--- src/rtl/m6502_split_pkg.sv ---
// Package for the 6502 instruction splitter: beat types, phase and mode codes,
// and the opcode to addressing-mode table. No dependencies.
package m6502_split_pkg;

  // Input beat: one byte of the program image
  typedef struct packed {
    logic [7:0] data_byte;
    logic       last_byte;
  } in_beat_t;

  // Output beat: one instruction record
  typedef struct packed {
    logic [15:0] instr_address;
    logic [7:0]  opcode;
    logic [3:0]  addr_mode;
    logic [15:0] operand;
    logic [1:0]  instr_length;
    logic [15:0] branch_target;
    logic        unnamed_opcode;
    logic        truncated;
  } out_beat_t;

  typedef enum logic [2:0] {
    PH_HDR_LO = 3'd0,
    PH_HDR_HI = 3'd1,
    PH_OPCODE = 3'd2,
    PH_OPND1  = 3'd3,
    PH_OPND2  = 3'd4
  } phase_t;

  localparam logic [3:0] MODE_IMPLIED = 4'd0;
  localparam logic [3:0] MODE_REL     = 4'd7;

  localparam logic [1:0] LEN_ONE   = 2'd1;
  localparam logic [1:0] LEN_TWO   = 2'd2;
  localparam logic [1:0] LEN_THREE = 2'd3;

  // Addressing mode per opcode; DOP, TOP and ANC read as implied
  localparam logic [3:0] MODE_TABLE [0:255] = '{
    0,5,0,5,0,2,2,2,0,1,0,0,0,8,8,8,
    7,6,0,6,0,3,3,3,0,10,0,10,0,9,9,9,
    8,5,0,5,2,2,2,2,0,1,0,0,8,8,8,8,
    7,6,0,6,0,3,3,3,0,10,0,10,0,9,9,9,
    0,5,0,5,0,2,2,2,0,1,0,1,8,8,8,8,
    7,6,0,6,0,3,3,3,0,10,0,10,0,9,9,9,
    0,5,0,5,0,2,2,2,0,1,0,1,11,8,8,8,
    7,6,0,6,0,3,3,3,0,10,0,10,0,9,9,9,
    0,5,0,5,2,2,2,2,0,0,0,0,8,8,8,8,
    7,6,0,0,3,3,4,4,0,10,0,0,0,9,10,0,
    1,5,1,5,2,2,2,2,0,1,0,0,8,8,8,8,
    7,6,0,6,3,3,4,4,0,10,0,0,9,9,10,10,
    1,5,0,5,2,2,2,2,0,1,0,1,8,8,8,8,
    7,6,0,6,0,3,3,3,0,10,0,10,0,9,9,9,
    1,5,0,5,2,2,2,2,0,1,0,0,8,8,8,8,
    7,6,0,6,0,3,3,3,0,10,0,10,0,9,9,9
  };

  // Instruction length in bytes for a mode
  function automatic logic [1:0] mode_length(input logic [3:0] mode);
    logic [1:0] len;
    if (mode == MODE_IMPLIED) begin
      len = LEN_ONE;
    end else if (mode <= MODE_REL) begin
      len = LEN_TWO;
    end else begin
      len = LEN_THREE;
    end
    return len;
  endfunction

  // Opcodes with no mnemonic
  function automatic logic is_unnamed(input logic [7:0] op);
    return (op == 8'h8B) || (op == 8'h93) || (op == 8'h9B) || (op == 8'h9C) ||
           (op == 8'h9F) || (op == 8'hAB) || (op == 8'hBB);
  endfunction

endpackage

--- src/rtl/mos6502_instruction_splitter_core.sv ---
// 6502 instruction splitter: turns a byte stream (load address header, then code)
// into one record per instruction. Depends on m6502_split_pkg.
// A record is built from its final byte in the input register and is then held
// in the result register. Throughput: one byte per cycle; the input
// stalls only while a record waits in the result register and another is due.
// Reset (synchronous) returns to the header low byte phase with both stages empty.
module mos6502_instruction_splitter_core
  import m6502_split_pkg::*;
(
  input  logic      clk,
  input  logic      rst,
  input  logic      in_valid,
  output logic      in_ready,
  input  in_beat_t  in_data,
  output logic      out_valid,
  input  logic      out_ready,
  output out_beat_t out_data
);

  // Input register
  logic     held_valid;
  in_beat_t held_beat;

  // Decode state
  phase_t      phase;
  phase_t      phase_next;
  logic [15:0] running_address;
  logic [15:0] running_address_next;
  logic [7:0]  header_low;
  logic [7:0]  held_opcode;
  logic [7:0]  operand_low;

  // Decode of the held byte
  logic        emit;
  logic        advance;
  logic [7:0]  rec_op;
  logic [3:0]  rec_mode;
  logic [1:0]  rec_len;
  logic [15:0] rec_operand;
  logic        rec_trunc;
  logic [15:0] rec_target;
  out_beat_t   rec;

  logic [7:0] b;
  logic       last;

  assign b    = held_beat.data_byte;
  assign last = held_beat.last_byte;

  // Opcode comes from the held byte in opcode phase, else from the saved one
  assign rec_op   = (phase == PH_OPCODE) ? b : held_opcode;
  assign rec_mode = MODE_TABLE[rec_op];
  assign rec_len  = mode_length(rec_mode);

  // Next state and record contents
  always_comb begin
    phase_next           = phase;
    running_address_next = running_address;
    emit                 = 1'b0;
    rec_operand          = 16'h0000;
    rec_trunc            = 1'b0;
    unique case (phase)
      PH_HDR_HI: begin
        running_address_next = {b, header_low};
        phase_next           = last ? PH_HDR_LO : PH_OPCODE;
      end
      PH_OPCODE: begin
        if (rec_len == LEN_ONE) begin
          emit = 1'b1;
        end else if (last) begin
          emit      = 1'b1;
          rec_trunc = 1'b1;
        end else begin
          phase_next = PH_OPND1;
        end
      end
      PH_OPND1: begin
        rec_operand = {8'h00, b};
        if (rec_len == LEN_TWO) begin
          emit = 1'b1;
        end else if (last) begin
          emit      = 1'b1;
          rec_trunc = 1'b1;
        end else begin
          phase_next = PH_OPND2;
        end
      end
      PH_OPND2: begin
        rec_operand = {b, operand_low};
        emit        = 1'b1;
      end
      default: begin
        phase_next = last ? PH_HDR_LO : PH_HDR_HI;
      end
    endcase
    if (emit) begin
      running_address_next = running_address + {14'd0, rec_len};
      phase_next           = last ? PH_HDR_LO : PH_OPCODE;
    end
  end

  // Branch target: address + 2 + sign-extended offset
  assign rec_target = (rec_mode == MODE_REL) ?
      running_address + 16'd2 + {{8{rec_operand[7]}}, rec_operand[7:0]} : 16'h0000;

  always_comb begin
    rec.instr_address  = running_address;
    rec.opcode         = rec_op;
    rec.addr_mode      = rec_mode;
    rec.operand        = rec_operand;
    rec.instr_length   = rec_len;
    rec.branch_target  = rec_target;
    rec.unnamed_opcode = is_unnamed(rec_op);
    rec.truncated      = rec_trunc;
  end

  // Advance the held byte unless its record would overwrite one still waiting
  assign advance  = held_valid && (!emit || !out_valid || out_ready);
  assign in_ready = !held_valid || advance;

  // Hold the incoming beat
  always_ff @(posedge clk) begin
    if (rst) begin
      held_valid <= 1'b0;
    end else if (in_ready) begin
      held_valid <= in_valid;
    end
  end

  always_ff @(posedge clk) begin
    if (in_valid && in_ready) begin
      held_beat <= in_data;
    end
  end

  // Advance decode state
  always_ff @(posedge clk) begin
    if (rst) begin
      phase           <= PH_HDR_LO;
      running_address <= 16'h0000;
    end else if (advance) begin
      phase           <= phase_next;
      running_address <= running_address_next;
    end
  end

  always_ff @(posedge clk) begin
    if (advance) begin
      if (phase != PH_HDR_HI && phase != PH_OPCODE && phase != PH_OPND1 &&
          phase != PH_OPND2) begin
        header_low <= b;
      end
      if (phase == PH_OPCODE) begin
        held_opcode <= b;
      end
      if (phase == PH_OPND1) begin
        operand_low <= b;
      end
    end
  end

  // Result register: load a new record, drop a taken one
  always_ff @(posedge clk) begin
    if (rst) begin
      out_valid <= 1'b0;
    end else if (advance && emit) begin
      out_valid <= 1'b1;
    end else if (out_ready) begin
      out_valid <= 1'b0;
    end
  end

  always_ff @(posedge clk) begin
    if (advance && emit) begin
      out_data <= rec;
    end
  end

endmodule
--- config.mk ---
export PLATFORM = sky130hd
export DESIGN_NAME = mos6502_instruction_splitter_core
export DESIGN_NICKNAME = d
export VERILOG_FILES = /design/src/rtl/m6502_split_pkg.sv /design/src/rtl/mos6502_instruction_splitter_core.sv
export SDC_FILE = /design/constraint.sdc
export NUM_CORES = 1
export LEC_CHECK = 0
export ABC_AREA = 1
export BUFFER_PORTS_ARGS = -buffer_cell sky130_fd_sc_hd__buf_4
export CORE_MARGIN = 3
export CORE_UTILIZATION = 54
export CTS_BUF_LIST = sky130_fd_sc_hd__clkbuf_4
export DETAILED_ROUTE_END_ITERATION = 6
export HOLD_SLACK_MARGIN = 0.05
export PLACE_DENSITY = 0.8
export SLEW_MARGIN = 20
export SYNTH_ARGS = -nofsm -noshare
export SYNTH_HDL_FRONTEND = slang
export SYNTH_SLANG_ARGS = --single-unit
export TNS_END_PERCENT = 50
--- constraint.sdc ---
create_clock -name clk -period 3.75 [get_ports clk]
set_input_delay 1.125 -clock clk [delete_from_list [all_inputs] [get_ports clk]]
set_output_delay 1.125 -clock clk [all_outputs]
set_load 0.05 [all_outputs]
==> out/metrics.cfg <==
[worst_setup_path]
crit_family = simple AND/OR/NAND/NOR gates
startpoint = phase[2]
r2r_start = phase[2]
required_ns = 4.22
cpPeakStageDelay_ns = 0.37
crit_arrival_ns = 4.66
crit_slowest_cell = dfxtp_4
critPathCaptureType = flip-flop
path_class = reg2reg
path_buf_inv = 3
worst_setup_path_start_kind = flip-flop
crit_fanout = 11

[job]
drv_cap = 0

[sta]
hold_viol = 0
rsz0062_at_grt = true
fin_crit_sh = 1.12
hold_slack_ns = 0.499
max_clock_freq_mhz = 239
worst_pin_slew_ns = 0.707
fin_ws_ns = -0.435
drv_slew = 0
setup_violations = 12
period_needed_ns = 4.18
maxSlewHeadroom = 0.526
fin_setup_tns_ns = -3.53
fin_worst_skew_ns = 0.0172

[cts]
cts_tree = done
clkTransAtPathRegs_ns = 0.10
cts.sinks = 118
cts_buffers = 17
clock_path_buffers = 2
root_buffer = clkbuf_4
htreeDepth = 4
clock_latency_ns = 0.53

[finish]
area_growth_pct = 43.1
multi_input_comb_area_um2 = 3080
layout_commonest_cell = buf_4
seqCellArea_um2 = 3340
antenna_cells = 0
num-fill-cells = 589
fin_cells = 1031
final_area_um2 = 8890
nets = 925
layout_common_cells = buf_4 (197), nand2_1 (130), edfxtp_1 (97)
final_core_util = 0.806
drive_above_1_share = 0.426

[logic_synthesis]
synth-seq-cells = 118
avgSynthCellArea_um2 = 9.38
ys_types = 42
syn-cell-area_um2 = 6210
yosysWarnings = 0
synth_nets = 709
ys_seq_area_frac = 0.537
synth_cells = 662

[power]
p_per_area_nw_per_um2 = 389
power_mw = 3.46
power.leakage_nw = 4.04
ir_drop_mv = 0.258

[global_route]
track_usage = 0.271
grt_overflow = 0
grt_max_degree = 39
grt_pass1_wl_um = 27200
grt_pass1_vias = 5670
antenna_found_initial = 0

[routing]
routed_wl_um = 19100
routedWlPerCell_um = 18.5
drc = 1
drt_iter0_markers = 513
viasPerCell = 5.76
postRouteAntennaNets = 0
first_pass_iters = 7
dr_total_vias = 5939

[place]
gp_congestion = 0.903
dpl.hpwl_um = 12100
dp_slack_ns = -0.391
numPortBuffers = 78
postPlaceCellArea_um2 = 7670
place_inst = 966

[die]
num_io_pins = 79
rows = 38
dieArea_um2 = 12800
die_w_um = 113
initial_core_util = 0.563
die_h_um = 113
core_area_um2 = 11000

[run_status]
violations = design-rule violations, negative setup slack
status = finished with violations

[min_path]
hp-class = reg2reg
hold_start = running_address[15]

[cells in the mapped netlist]
master	count	share of area
ha_1	32	0.064
nand3_1	37	0.030
clkbuf_1	3	0.0018
o21bai_1	2	0.0024
o21ai_0	29	0.023
buf_2	4	0.0032
nor2_8	1	0.0032
clkinv_1	1	0.00060
a22oi_1	1	0.0012
buf_4	3	0.0036
o22ai_1	2	0.0020
dfxtp_1	21	0.068
fa_1	2	0.0064
nand3_4	2	0.0056
xnor2_1	3	0.0042
inv_1	63	0.038
o211ai_1	1	0.0012
buf_6	5	0.0091
inv_2	6	0.0036
inv_4	1	0.0010
nand2_2	10	0.010
a2111oi_0	1	0.0014
nand3_2	4	0.0064
a21oi_1	24	0.019
nor3b_1	4	0.0048
or2_2	2	0.0020
nor3_1	12	0.0097
o31ai_1	1	0.0012
nor2_4	1	0.0018
nand3b_1	1	0.0012
and3_1	1	0.0010
nand2_1	154	0.093
nor2_2	6	0.0060
edfxtp_1	97	0.47
o21ai_1	3	0.0024
o21ai_2	2	0.0028
nand2_4	3	0.0054
a31oi_1	3	0.0030
nand4_1	4	0.0040
o21a_1	3	0.0036
xor2_1	17	0.024
nor2_1	90	0.054
[state kept, by name, indices dropped and copies added (netlist names)]
register         flops
out_data            64
running_address     16
b                    8
header_low           8
held_opcode          8
operand_low          8
phase                3
held_valid           1
last                 1
out_valid            1
[cells by family (layout without fill, tap and decap cells)]
| logic type | Yosys count | count (layout) | share of synthesized area |
|---|---|---|---|
| buffers and inverters | 86 | 315 | 0.0611 |
| XOR/XNOR | 20 | 20 | 0.0282 |
| flip-flops | 118 | 118 | 0.537 |
| adder cells (fa/ha/maj) | 34 | 34 | 0.0709 |
| AO/OA/AOI/OAI | 72 | 72 | 0.0641 |
| AND/OR/NAND/NOR | 332 | 332 | 0.239 |
[timing repair]
action / in CTS / in global routing
endpoints found under the setup margin: 11 / 16
hold buffers: 0 / 0
pin swaps: 20 / 50
setup buffers: 14 / 19
resized for setup: 70 / 84
[worst paths after layout]
kind	to	slack [ns]	depth (start not counted)
worst max-delay path	running_address[14]	-0.43	26
worst min-delay path	out_data[63]	0.50	0
worst max register to register	running_address[14]	-0.43	26
worst min register to register	out_data[63]	0.50	0
[report_power, final]
part	internal [mW]	total, mW	switching [mW]
logic	0.340	0.837	0.497
clock network	0.619	1.11	0.488
registers	1.47	1.51	0.0404
[cell type report]
| class | count | share of cell area |
|---|---|---|
| clock buffers | 21 | 0.0177 |
| clock inverters | 11 | 0.0204 |
| inverters | 71 | 0.0313 |
| multi-input cells | 458 | 0.347 |
| flip-flops and latches | 118 | 0.376 |
| well taps | 140 | 0.0197 |
| repair buffers | 212 | 0.188 |
[routing by layer]
metal  up-vias  global-route usage  wire length, µm
met5         -                   0                0
met4         0               0.120              839
met3        84              0.0551             1460
met2       359               0.503            10100
met1      2847               0.297             6660
li1       2649                   -                -
[worst reg2reg max path: cells and delay by family, from the launching register on]
family | cells | cell delay [ns]
buffers and inverters | 3 | 0.38
adders and majority gates | 2 | 0.42
AOI/OAI and AO/OA | 3 | 0.47
DFF | 1 | 0.37
and+or+nand+nor | 17 | 2.30
xor gates and xnor gates | 1 | 0.18
Power figures use the tool's default switching activity.
